==> src/rct_pkg.sv <==
// Shared constants, lookup table and interface types for the rumble command translator.
package rct_pkg;

    // Pipeline layout: decode stage, gain stages, then the per-side scaling lanes.
    localparam int DIV_STEPS   = 7;
    localparam int GAIN_STAGES = DIV_STEPS + 1;
    localparam int LANE_STAGES = 5;
    localparam int LANE_FIRST  = 1 + GAIN_STAGES;
    localparam int NUM_STAGES  = LANE_FIRST + LANE_STAGES;

    localparam logic [9:0] LOW_FREQ_MIN   = 10'h0b8;
    localparam logic [9:0] LOW_FREQ_MAX   = 10'h122;
    localparam logic [9:0] HIGH_FREQ_MIN  = 10'h160;
    localparam logic [9:0] HIGH_FREQ_MAX  = 10'h1f0;
    localparam logic [9:0] LOW_FREQ_IDLE  = 10'h0e1;
    localparam logic [9:0] HIGH_FREQ_IDLE = 10'h1e1;
    localparam logic [6:0] LOW_SPAN       = 7'(LOW_FREQ_MAX - LOW_FREQ_MIN);
    localparam logic [7:0] HIGH_SPAN      = 8'(HIGH_FREQ_MAX - HIGH_FREQ_MIN);

    localparam logic [39:0] IDLE_PAYLOAD = {10'd0, HIGH_FREQ_IDLE, 10'd0, LOW_FREQ_IDLE};

    localparam logic [6:0]  BAND_MAX     = 7'd100;
    localparam logic [7:0]  LO_BAND_BASE = 8'h40;
    localparam logic [6:0]  GAIN_FULL    = 7'd100;
    localparam logic [9:0]  AMP_RESET    = 10'd1023;
    localparam logic [14:0] PCT_ROUND    = 15'd50;
    localparam logic [6:0]  BYTE_ROUND   = 7'd127;

    // Reciprocals used in place of dividers: x / 100 for x < 2^15, x / 255 for x < 2^18.
    localparam logic [12:0] PCT_RECIP  = 13'd5243;
    localparam int          PCT_SHIFT  = 19;
    localparam logic [18:0] BYTE_RECIP = 19'd263173;
    localparam int          BYTE_SHIFT = 26;

    localparam int LEVEL_FULL = 255;
    localparam int PCT_DIV    = 100;

    typedef logic [100:0][7:0] level_lut_t;

    function automatic level_lut_t build_level_lut();
        level_lut_t lut;
        for (int i = 0; i <= 100; i++)
        begin
            lut[i] = 8'((i * LEVEL_FULL + PCT_DIV / 2) / PCT_DIV);
        end
        return lut;
    endfunction

    // Band index (0..100) to level (0..255), rounded.
    localparam level_lut_t LEVEL_LUT = build_level_lut();

    typedef struct packed {
        logic [15:0] dur;
        logic        active;
        logic [7:0]  light_lvl;
        logic [7:0]  heavy_lvl;
        logic [6:0]  lgain;
        logic [6:0]  rgain;
    } side_t;

    typedef struct packed {
        logic [8:0] left_sum;
        logic [8:0] right_sum;
        logic       hd_active;
    } gain_in_t;

    typedef struct packed {
        logic [6:0] lgain;
        logic [6:0] rgain;
    } gain_out_t;

endpackage

==> src/rct_decode.sv <==
// One side's HD rumble word decoded into weak and strong levels.
module rct_decode (
    input  logic [31:0] hd_word,
    output logic [7:0]  weak_level,
    output logic [7:0]  strong_level
);
    import rct_pkg::*;

    logic [6:0] hi_idx;
    logic [6:0] hi_clamp;
    logic [7:0] lo_off;
    logic [8:0] lo_idx;
    logic [6:0] lo_clamp;

    always_comb
    begin
        hi_idx = hd_word[15:9];
        lo_off = hd_word[31:24] - LO_BAND_BASE;
        // The low band index is twice the byte offset, with bit 7 of byte 2 as the half step.
        if (hd_word[31:24] >= LO_BAND_BASE)
        begin
            lo_idx = {lo_off, hd_word[23]};
        end
        else
        begin
            lo_idx = '0;
        end
        hi_clamp = (hi_idx > BAND_MAX) ? BAND_MAX : hi_idx;
        lo_clamp = (lo_idx > 9'(BAND_MAX)) ? BAND_MAX : lo_idx[6:0];
    end

    assign weak_level   = LEVEL_LUT[hi_clamp];
    assign strong_level = LEVEL_LUT[lo_clamp];

endmodule

==> src/rct_gain.sv <==
// Balance gain merge: a pipelined restoring divider giving the weaker side's percentage.
module rct_gain (
    input  logic                              clk,
    input  logic [rct_pkg::GAIN_STAGES-1:0]   stage_en,
    input  rct_pkg::gain_in_t                 gain_in,
    output rct_pkg::gain_out_t                gain_out
);
    import rct_pkg::*;

    typedef struct packed {
        logic [15:0] rem;
        logic [8:0]  peak;
        logic [6:0]  quot;
        logic        left_big;
        logic        hd_active;
    } div_stage_t;

    div_stage_t div_reg  [GAIN_STAGES];
    div_stage_t div_next [GAIN_STAGES];

    logic [8:0] small_energy;

    // The stronger side always gets the full gain, so only the weaker side is divided.
    always_comb
    begin
        div_next[0].left_big  = (gain_in.left_sum >= gain_in.right_sum);
        div_next[0].hd_active = gain_in.hd_active;
        div_next[0].peak      = div_next[0].left_big ? gain_in.left_sum
                                                     : gain_in.right_sum;
        small_energy          = div_next[0].left_big ? gain_in.right_sum
                                                     : gain_in.left_sum;
        div_next[0].rem       = 16'(small_energy) * 16'(GAIN_FULL)
                              + 16'(div_next[0].peak >> 1);
        div_next[0].quot      = '0;
    end

    for (genvar k = 0; k < DIV_STEPS; k++)
    begin : g_step
        logic [15:0] trial;

        assign trial = 16'(div_reg[k].peak) << (DIV_STEPS - 1 - k);

        always_comb
        begin
            div_next[k+1] = div_reg[k];
            if (div_reg[k].rem >= trial)
            begin
                div_next[k+1].rem                   = div_reg[k].rem - trial;
                div_next[k+1].quot[DIV_STEPS-1-k]   = 1'b1;
            end
        end
    end

    for (genvar s = 0; s < GAIN_STAGES; s++)
    begin : g_reg
        always_ff @(posedge clk)
        begin
            if (stage_en[s])
            begin
                div_reg[s] <= div_next[s];
            end
        end
    end

    always_comb
    begin
        gain_out.lgain = GAIN_FULL;
        gain_out.rgain = GAIN_FULL;
        if (div_reg[GAIN_STAGES-1].hd_active)
        begin
            if (div_reg[GAIN_STAGES-1].left_big)
            begin
                gain_out.rgain = div_reg[GAIN_STAGES-1].quot;
            end
            else
            begin
                gain_out.lgain = div_reg[GAIN_STAGES-1].quot;
            end
        end
    end

endmodule

==> src/rct_lane.sv <==
// One side's scaling lane: gain, amplitude scaling, frequency mix and payload packing.
module rct_lane (
    input  logic                              clk,
    input  logic [rct_pkg::LANE_STAGES-1:0]   stage_en,
    input  logic [7:0]                        weak_level,
    input  logic [7:0]                        strong_level,
    input  logic [6:0]                        gain,
    input  logic [9:0]                        max_amp,
    output logic [39:0]                       payload
);
    import rct_pkg::*;

    function automatic logic [7:0] div_by_100(input logic [14:0] x);
        logic [27:0] prod;
        prod = 28'(x) * 28'(PCT_RECIP);
        return 8'(prod >> PCT_SHIFT);
    endfunction

    function automatic logic [9:0] div_by_255(input logic [17:0] x);
        logic [36:0] prod;
        prod = 37'(x) * 37'(BYTE_RECIP);
        return 10'(prod >> BYTE_SHIFT);
    endfunction

    logic [14:0] wprod_reg, sprod_reg;
    logic [7:0]  wscl_reg, sscl_reg;
    logic [17:0] hamp_prod_reg, lamp_prod_reg;
    logic [15:0] hmix_prod_reg;
    logic [14:0] lmix_prod_reg;
    logic [9:0]  hamp_reg, lamp_reg;
    logic [7:0]  hmix_reg;
    logic [6:0]  lmix_reg;
    logic [39:0] payload_reg;

    logic [14:0] wprod_next, sprod_next;
    logic [17:0] hamp_prod_next, lamp_prod_next;
    logic [15:0] hmix_prod_next;
    logic [14:0] lmix_prod_next;
    logic [9:0]  lfreq, hfreq;
    logic [39:0] payload_next;

    always_comb
    begin
        wprod_next     = 15'(weak_level) * 15'(gain) + PCT_ROUND;
        sprod_next     = 15'(strong_level) * 15'(gain) + PCT_ROUND;
        hamp_prod_next = 18'(wscl_reg) * 18'(max_amp) + 18'(BYTE_ROUND);
        lamp_prod_next = 18'(sscl_reg) * 18'(max_amp) + 18'(BYTE_ROUND);
        hmix_prod_next = 16'(wscl_reg) * 16'(HIGH_SPAN) + 16'(BYTE_ROUND);
        lmix_prod_next = 15'(sscl_reg) * 15'(LOW_SPAN) + 15'(BYTE_ROUND);
        // A band with no amplitude sits at its idle frequency.
        lfreq = (lamp_reg != '0) ? LOW_FREQ_MIN + 10'(lmix_reg) : LOW_FREQ_IDLE;
        hfreq = (hamp_reg != '0) ? HIGH_FREQ_MIN + 10'(hmix_reg) : HIGH_FREQ_IDLE;
        payload_next = {hamp_reg, hfreq, lamp_reg, lfreq};
    end

    always_ff @(posedge clk)
    begin
        if (stage_en[0])
        begin
            wprod_reg <= wprod_next;
            sprod_reg <= sprod_next;
        end
        if (stage_en[1])
        begin
            wscl_reg <= div_by_100(wprod_reg);
            sscl_reg <= div_by_100(sprod_reg);
        end
        if (stage_en[2])
        begin
            hamp_prod_reg <= hamp_prod_next;
            lamp_prod_reg <= lamp_prod_next;
            hmix_prod_reg <= hmix_prod_next;
            lmix_prod_reg <= lmix_prod_next;
        end
        if (stage_en[3])
        begin
            hamp_reg <= div_by_255(hamp_prod_reg);
            lamp_reg <= div_by_255(lamp_prod_reg);
            hmix_reg <= 8'(div_by_255(18'(hmix_prod_reg)));
            lmix_reg <= 7'(div_by_255(18'(lmix_prod_reg)));
        end
        if (stage_en[4])
        begin
            payload_reg <= payload_next;
        end
    end

    assign payload = payload_reg;

endmodule

==> src/rumble_command_translator_top.sv <==
// Top level of the rumble command translator.
//
// A command enters on the cmd channel (cmd_valid / cmd_stall) and carries either two
// motor levels (req_type 0) or two HD rumble words (req_type 1). Each command gives one
// transaction on the rsp channel (rsp_valid / rsp_stall): left and right 40-bit payloads,
// the active flag, both balance gains and the duration copied through.
// The block is a 14-stage pipeline: decode of both sides in two lanes, a 7-step restoring
// divider for the balance gain, then two identical scaling lanes. One command is taken
// every cycle while cmd_stall is low.
// While rsp_stall is high the held result stays unchanged and the stages behind it keep
// filling until every stage is occupied; only then is cmd_stall raised.
// Reset empties the pipeline and sets the full-scale amplitude to 1023; cfg_wr_en writes a
// new value from cfg_wr_data at the next edge and is meant for times when no command is in
// flight.
module rumble_command_translator_top (
    input  logic        clk,
    input  logic        rst_n,
    input  logic        cmd_valid,
    output logic        cmd_stall,
    input  logic        req_type,
    input  logic [7:0]  light_motor,
    input  logic [7:0]  heavy_motor,
    input  logic [31:0] left_hd_word,
    input  logic [31:0] right_hd_word,
    input  logic [15:0] duration,
    output logic        rsp_valid,
    input  logic        rsp_stall,
    output logic [39:0] left_payload,
    output logic [39:0] right_payload,
    output logic        active_flag,
    output logic [6:0]  left_pct,
    output logic [6:0]  right_pct,
    output logic [15:0] duration_out,
    input  logic        cfg_wr_en,
    input  logic [9:0]  cfg_wr_data
);
    import rct_pkg::*;

    logic [NUM_STAGES-1:0] vld_reg, vld_next, stage_rdy;
    logic [9:0]            max_amp_reg;

    side_t     side_reg  [NUM_STAGES];
    side_t     side_next [NUM_STAGES];
    gain_in_t  gain_in_reg, gain_in_next;
    gain_out_t gain_out;

    logic [7:0] lw_level, ls_level, rw_level, rs_level;

    // A stage may load when any stage from it onwards holds a bubble or the output drains.
    always_comb
    begin
        for (int i = 0; i < NUM_STAGES; i++)
        begin
            stage_rdy[i] = !rsp_stall
                         || !(&(vld_reg | ((NUM_STAGES'(1) << i) - NUM_STAGES'(1))));
        end
        vld_next[0] = stage_rdy[0] ? cmd_valid : vld_reg[0];
        for (int i = 1; i < NUM_STAGES; i++)
        begin
            vld_next[i] = stage_rdy[i] ? vld_reg[i-1] : vld_reg[i];
        end
    end

    always_ff @(posedge clk or negedge rst_n)
    begin
        if (!rst_n)
        begin
            vld_reg     <= '0;
            max_amp_reg <= AMP_RESET;
        end
        else
        begin
            vld_reg <= vld_next;
            if (cfg_wr_en)
            begin
                max_amp_reg <= cfg_wr_data;
            end
        end
    end

    rct_decode u_decode_left (
        .hd_word      (left_hd_word),
        .weak_level   (lw_level),
        .strong_level (ls_level)
    );

    rct_decode u_decode_right (
        .hd_word      (right_hd_word),
        .weak_level   (rw_level),
        .strong_level (rs_level)
    );

    always_comb
    begin
        side_next[0].dur   = duration;
        side_next[0].lgain = GAIN_FULL;
        side_next[0].rgain = GAIN_FULL;
        if (req_type)
        begin
            side_next[0].light_lvl = (lw_level > rw_level) ? lw_level : rw_level;
            side_next[0].heavy_lvl = (ls_level > rs_level) ? ls_level : rs_level;
        end
        else
        begin
            side_next[0].light_lvl = light_motor;
            side_next[0].heavy_lvl = heavy_motor;
        end
        side_next[0].active = (side_next[0].light_lvl != '0)
                           || (side_next[0].heavy_lvl != '0);
        gain_in_next.left_sum  = 9'(lw_level) + 9'(ls_level);
        gain_in_next.right_sum = 9'(rw_level) + 9'(rs_level);
        gain_in_next.hd_active = req_type && side_next[0].active;
    end

    always_ff @(posedge clk)
    begin
        if (stage_rdy[0])
        begin
            gain_in_reg <= gain_in_next;
        end
    end

    for (genvar i = 1; i < NUM_STAGES; i++)
    begin : g_side
        if (i == LANE_FIRST)
        begin : g_gain_load
            always_comb
            begin
                side_next[i]       = side_reg[i-1];
                side_next[i].lgain = gain_out.lgain;
                side_next[i].rgain = gain_out.rgain;
            end
        end
        else
        begin : g_pass
            assign side_next[i] = side_reg[i-1];
        end
    end

    for (genvar i = 0; i < NUM_STAGES; i++)
    begin : g_side_reg
        always_ff @(posedge clk)
        begin
            if (stage_rdy[i])
            begin
                side_reg[i] <= side_next[i];
            end
        end
    end

    rct_gain u_gain (
        .clk      (clk),
        .stage_en (stage_rdy[GAIN_STAGES:1]),
        .gain_in  (gain_in_reg),
        .gain_out (gain_out)
    );

    rct_lane u_lane_left (
        .clk          (clk),
        .stage_en     (stage_rdy[NUM_STAGES-1:LANE_FIRST]),
        .weak_level   (side_reg[LANE_FIRST-1].light_lvl),
        .strong_level (side_reg[LANE_FIRST-1].heavy_lvl),
        .gain         (gain_out.lgain),
        .max_amp      (max_amp_reg),
        .payload      (left_payload)
    );

    rct_lane u_lane_right (
        .clk          (clk),
        .stage_en     (stage_rdy[NUM_STAGES-1:LANE_FIRST]),
        .weak_level   (side_reg[LANE_FIRST-1].light_lvl),
        .strong_level (side_reg[LANE_FIRST-1].heavy_lvl),
        .gain         (gain_out.rgain),
        .max_amp      (max_amp_reg),
        .payload      (right_payload)
    );

    assign cmd_stall    = !stage_rdy[0];
    assign rsp_valid    = vld_reg[NUM_STAGES-1];
    assign active_flag  = side_reg[NUM_STAGES-1].active;
    assign left_pct     = side_reg[NUM_STAGES-1].lgain;
    assign right_pct    = side_reg[NUM_STAGES-1].rgain;
    assign duration_out = side_reg[NUM_STAGES-1].dur;

endmodule

==> config.mk <==
export PLATFORM = sky130hd
export DESIGN_NAME = rumble_command_translator_top
export DESIGN_NICKNAME = d
export VERILOG_FILES = /design/src/rct_pkg.sv /design/src/rct_decode.sv /design/src/rct_gain.sv /design/src/rct_lane.sv /design/src/rumble_command_translator_top.sv
export SDC_FILE = /design/constraint.sdc
export NUM_CORES = 2
export LEC_CHECK = 0
export ABC_AREA = 1
export BUFFER_PORTS_ARGS = -buffer_cell sky130_fd_sc_hd__buf_2
export CAP_MARGIN = 20
export CORE_ASPECT_RATIO = 1.4
export CORE_MARGIN = 10
export CORE_UTILIZATION = 31
export CTS_BUF_LIST = sky130_fd_sc_hd__clkbuf_4 sky130_fd_sc_hd__clkbuf_8
export DETAILED_ROUTE_END_ITERATION = 10
export SLEW_MARGIN = 15
export SYNTH_ARGS = -nofsm -noshare
export SYNTH_HDL_FRONTEND = slang
export SYNTH_SLANG_ARGS = --single-unit
==> constraint.sdc <==
create_clock -name clk -period 27.2 [get_ports clk]
set_input_delay 2.72 -clock clk [delete_from_list [all_inputs] [get_ports clk]]
set_output_delay 2.72 -clock clk [all_outputs]
set_load 0.02 [all_outputs]
# Word level (Yosys, flattened, before mapping)
# Memory sizes are Yosys's and may differ from the RTL's.
# Cells that the tools add are included.
# word_totals
regBits,419
ramBits,930
rom_bits,4096
inputBits,112
output_inout_bits,113
wordCells,238
mem_count,6
# memory_table
name,depth,width,read_ports,rd_ports_with_merged_regs,write_ports,line,source
(name not given),128,8,1,0,0,rct_decode.sv:32,assign weak_level = LEVEL_LUT[hi_clamp];
(name not given),128,8,1,0,0,rct_decode.sv:33,assign strong_level = LEVEL_LUT[lo_clamp];
(name not given),128,8,1,0,0,rct_decode.sv:32,
(name not given),128,8,1,0,0,rct_decode.sv:33,
side_reg,14,47,14,0,14,rumble_command_translator_top.sv:42,side_t side_reg [NUM_STAGES];
u_gain.div_reg,8,34,8,0,8,rct_gain.sv:18,div_stage_t div_reg [GAIN_STAGES];
# classes
addsub,28
mul,25
magnitude_cmp,20
n_mux,60
n_reduce_logical,51
# ops
operator,count
$mul A18 B19 Y36 const B,4
$mux W16,8
$mul A15 B13 Y27 const B,4
$add A18 B7 Y18 const B,4
$mul A8 B10 Y18,4
$mul A16 B19 Y34 const B,2
$mul A15 B19 Y33 const B,2
$add A15 B6 Y15 const B,4
$mul A8 B7 Y15,4
$mux W8,6
$mux W7,6
$reduce_bool A10 Y1,4
$mux W9,4
$mux W1,35
$add A16 B7 Y16 const B,2
$lt A7 B8 Y1 const B,4
$add A15 B7 Y15 const B,2
$mul A8 B6 Y14 const B,2
$mul A8 B4 Y12 const B,2
$add A9 B8 Y10 const A,2
$add A8 B7 Y9 const A,2
$add A8 B8 Y9,2
$gt A9 B7 Y1 const B,2
$add A16 B8 Y16,1
38 further kinds,72

# Depth between registers and ports, before layout
# logic_depth
ltp_word,12
ltp_mapped,37
ltp_nobuf,37

# Modules after synthesis
# Synthesis repeated with hierarchy kept, for this count alone.
# unflattened
hier_cells,11877
area_unflattened_um2,104203.7
# modules_own_cells
mod,instances,cells_per_inst,area_each_um2,seq_area_each_um2
rct_lane (u_lane_right),1,4390,35092.4,5465.2
rct_lane (u_lane_left),1,4351,35013.6,5465.2
rumble_command_translator_top,1,801,16574.6,14756.7
rct_gain,1,1401,12796.0,6185.9
rct_decode,2,467,2363.5,0.0

# Worst setup path before layout
# OpenSTA, ideal clock, no wires.
# synth_path
path_type,input -> output
from,in rsp_stall
to,out cmd_stall
arrival_time_ns,14.663
t_required_ns,24.480
path_slack_ns,9.817
stages,22
n_path_buf,0
cell_sequence,nand3_2 > nor2_2 > inv_2 > nor2_1 > inv_1 > nor2_1 > inv_1 > nor2_1 > inv_2 > nor2_2 > inv_2 > nor2_2 > inv_2 > nor2_4 > nand2_2 > nor2_2 > inv_2 > nor2_2 > inv_2 > nor2_2 > inv_2 > nor2_4
# synth_between
elab_chain_len,3
# synth_lines
element,line,source
"start, declared",rumble_command_translator_top.sv:27,"input logic rsp_stall,"
$logic_not A1 Y1,rumble_command_translator_top.sv:54,stage_rdy[i] = !rsp_stall
$logic_or A1 B1 Y1,rumble_command_translator_top.sv:55,|| !(&(vld_reg | ((NUM_STAGES'(1) << i) - NUM_STAGES'(1))));
$logic_not A1 Y1,rumble_command_translator_top.sv:178,assign cmd_stall = !stage_rdy[0];
"end, declared",rumble_command_translator_top.sv:19,"output logic cmd_stall,"
# Every way passes these cells.

# Worst setup path after layout
# Ends and elaborated chain as after synthesis.

==> flow_summary.ini <==
[clocking]
worstSkewPairLatency_ns = 0.97
cts_setup_buffers = 0
cts_buffer_depth = 4
cts_resized = 0
cts.sinks = 1065
cts_root_buf = clkbuf_8
cts.clk_slew.worst_paths_ns = 0.07
cts_buffers = 181
ctsHoldBuffers = 0
h-tree-depth = 4
tritoncts = done

[cells_and_area]
largest_reg_flops = 452
layout-drive-gt1-share_pct = 6.07
finalNetCount = 12100
area_delta_synth_final_pct = 9.76

[route]
vias = 62300
wl_um = 194000
drtAntennaViolNets = 0
routedWlPerCell_um = 14.2
drtIter0Drc = 2490
dr.pass1.iters = 6
vias_per_cell = 4.56
route.detailed.drc = 0

[critical_path]
worstSetupEndpointType = primary output
cp_data_arrival_time_ns = 7.72
worstPathMaxFanout = 84
reg2reg_depth = 24
worst_setup_path_start_kind = primary input
required_ns = 24.48
criticalPathCategory = primary input to primary output

[yosys]
synth_area_leaders = edfxtp_1 (33%), ha_1 (22%), fa_1 (16%)
syn_inst = 9297
yosys-top-cells-count = inv_1 (1890), ha_1 (1655), nand2_1 (1406)
synth_top_cell_area_share_pct = 33.3
syn_avg_cell_area_um2 = 10.1
yosysWarningCount = 0
yosys.cell_count.top_type = inv_1
ys.flop_type = edfxtp_1
synthArstFlopShare_pct = 2.25
syn_area_um2 = 93900
synth-edff-count = 1041
yosysSeqAreaShare_pct = 33.9
synth_top_cell_by_area = edfxtp_1
synth_cell_types = 64
synth_seq_cells = 1065

[sta]
rsz0062_at_grt = no
period_share_pct = 38.4
max_freq_ghz = 0.0958
setup_tns_ns = 0
report.final.slew_viol_count = 0
layout_min_cycle_time_ns = 10.44
tightest_slew_ns = 1.08
skew_ns = 0.0999
hold_violations = 0
setup_viol = 0
slew_headroom_pct = 27.7

[min_path]
hold_depth = 0
hold_class = register to register

[job]
drv_cap = 0

[placed_design]
place_congestion = 0.889
port_buffers = 190
dp_hpwl_um = 159000

[grt]
grt_max_degree = 85
overflow = 0
antenna_found_initial = 11
track_usage_pct = 11.9
grt_pass1_vias = 65600
grt_pass1_wl_um = 323000

[run_status]
status = complete, no violations

[floorplanning]
die_w_um = 485
design.core.area_um2 = 302000
start_util_pct = 31.1
io_pins = 225
rows = 239
die_h_um = 671
die-area_um2 = 326000
[kinds of logic after synthesis]
| family | Yosys count | synth area share, % |
|---|---|---|
| AOI/OAI and AO/OA | 912 | 5.47 |
| xor gates and xnor gates | 354 | 3.30 |
| adders and majority gates | 2390 | 37.7 |
| buffers and inverters | 2071 | 8.35 |
| DFF | 1065 | 33.9 |
| muxes | 10 | 0.120 |
| other | 1 | 0.00399 |
| and+or+nand+nor | 2494 | 11.1 |
[worst max-delay path: stages]
cell      delay [ns]
buf_2           0.14
nand3_4         0.42
nor2_2          0.35
inv_6           0.23
nor2_1          0.23
clkinv_2        0.35
nor2_1          0.31
inv_4           0.26
nor2_1          0.21
inv_2           0.04
buf_4           0.30
nor2_2          0.16
inv_2           0.05
nor2_2          0.08
inv_2           0.06
nor2_4          0.11
nand2_2         0.05
buf_4           0.33
nor2_2          0.18
inv_2           0.05
nor2_2          0.08
inv_2           0.03
buf_4           0.31
nor2_2          0.18
inv_2           0.07
nor2_4          0.15
buf_2           0.20
[cell type report]
class / instances / area (um2)
Sequential cell: 1065 / 31900
Tap cell: 3976 / 4970
Timing Repair Buffer: 225 / 1210
Clock inverter: 82 / 641
Clock buffer: 235 / 2920
Multi-Input combinational cell: 6162 / 54200
Antenna cell: 7 / 17.5
Fill cell: 30700 / 199000
Inverter: 1918 / 7210
[routing by layer]
metal | track usage (%) | part of all wire (%) | wire length (um)
met4 | 4.13 | 3.2 | 6150
met5 | 0 | 0.014 | 27
met1 | 12.9 | 39 | 75300
met3 | 1.90 | 4.1 | 7870
met2 | 23.2 | 54 | 105000
[metrics by stage]
stage	cells	worst slack (ns)	hold slack, ns	util (%)	area [um2]
after floorplan	9298	9.82	0.400	-	93900
after detailed placement	13300	16.39	0.405	32.9	99500
after global routing	13700	16.07	0.347	34.1	103000
final	13700	16.76	0.362	34.1	103000
after CTS	13700	16.38	0.345	34.1	103000
after global placement	13300	16.41	0.402	32.9	99500
[cell usage in the layout, fill, tap and decap left out, drive strengths merged, types with 98 or more instances in the layout]
master | synthesis | layout
nand3 | 359 | 359
inv | 1904 | 1904
edfxtp | 1041 | 1041
xor2 | 256 | 256
ha | 1655 | 1655
xnor2 | 98 | 98
nor2 | 505 | 505
clkbuf | 102 | 235
buf | 51 | 225
fa | 735 | 735
a21oi | 451 | 451
nand2 | 1413 | 1413
o21ai | 246 | 246
[final timing paths]
check	start	to	slack, ns
worst min-delay path	side_reg[1][55]	side_reg[1][102]	0.36
worst max register to register	u_gain.div_reg[1][103]	u_lane_left.sprod_reg[14]	21.02
min in group asynchronous	rst_n	vld_reg[0]	1.89
worst min register to register	side_reg[1][55]	side_reg[1][102]	0.36
max in group asynchronous	rst_n	vld_reg[9]	24.68
worst max-delay path	rsp_stall	cmd_stall	16.76
Power is left out: the tool's default activity adds up to more than one toggle a clock period on the data nets, which glitch-free logic cannot reach.
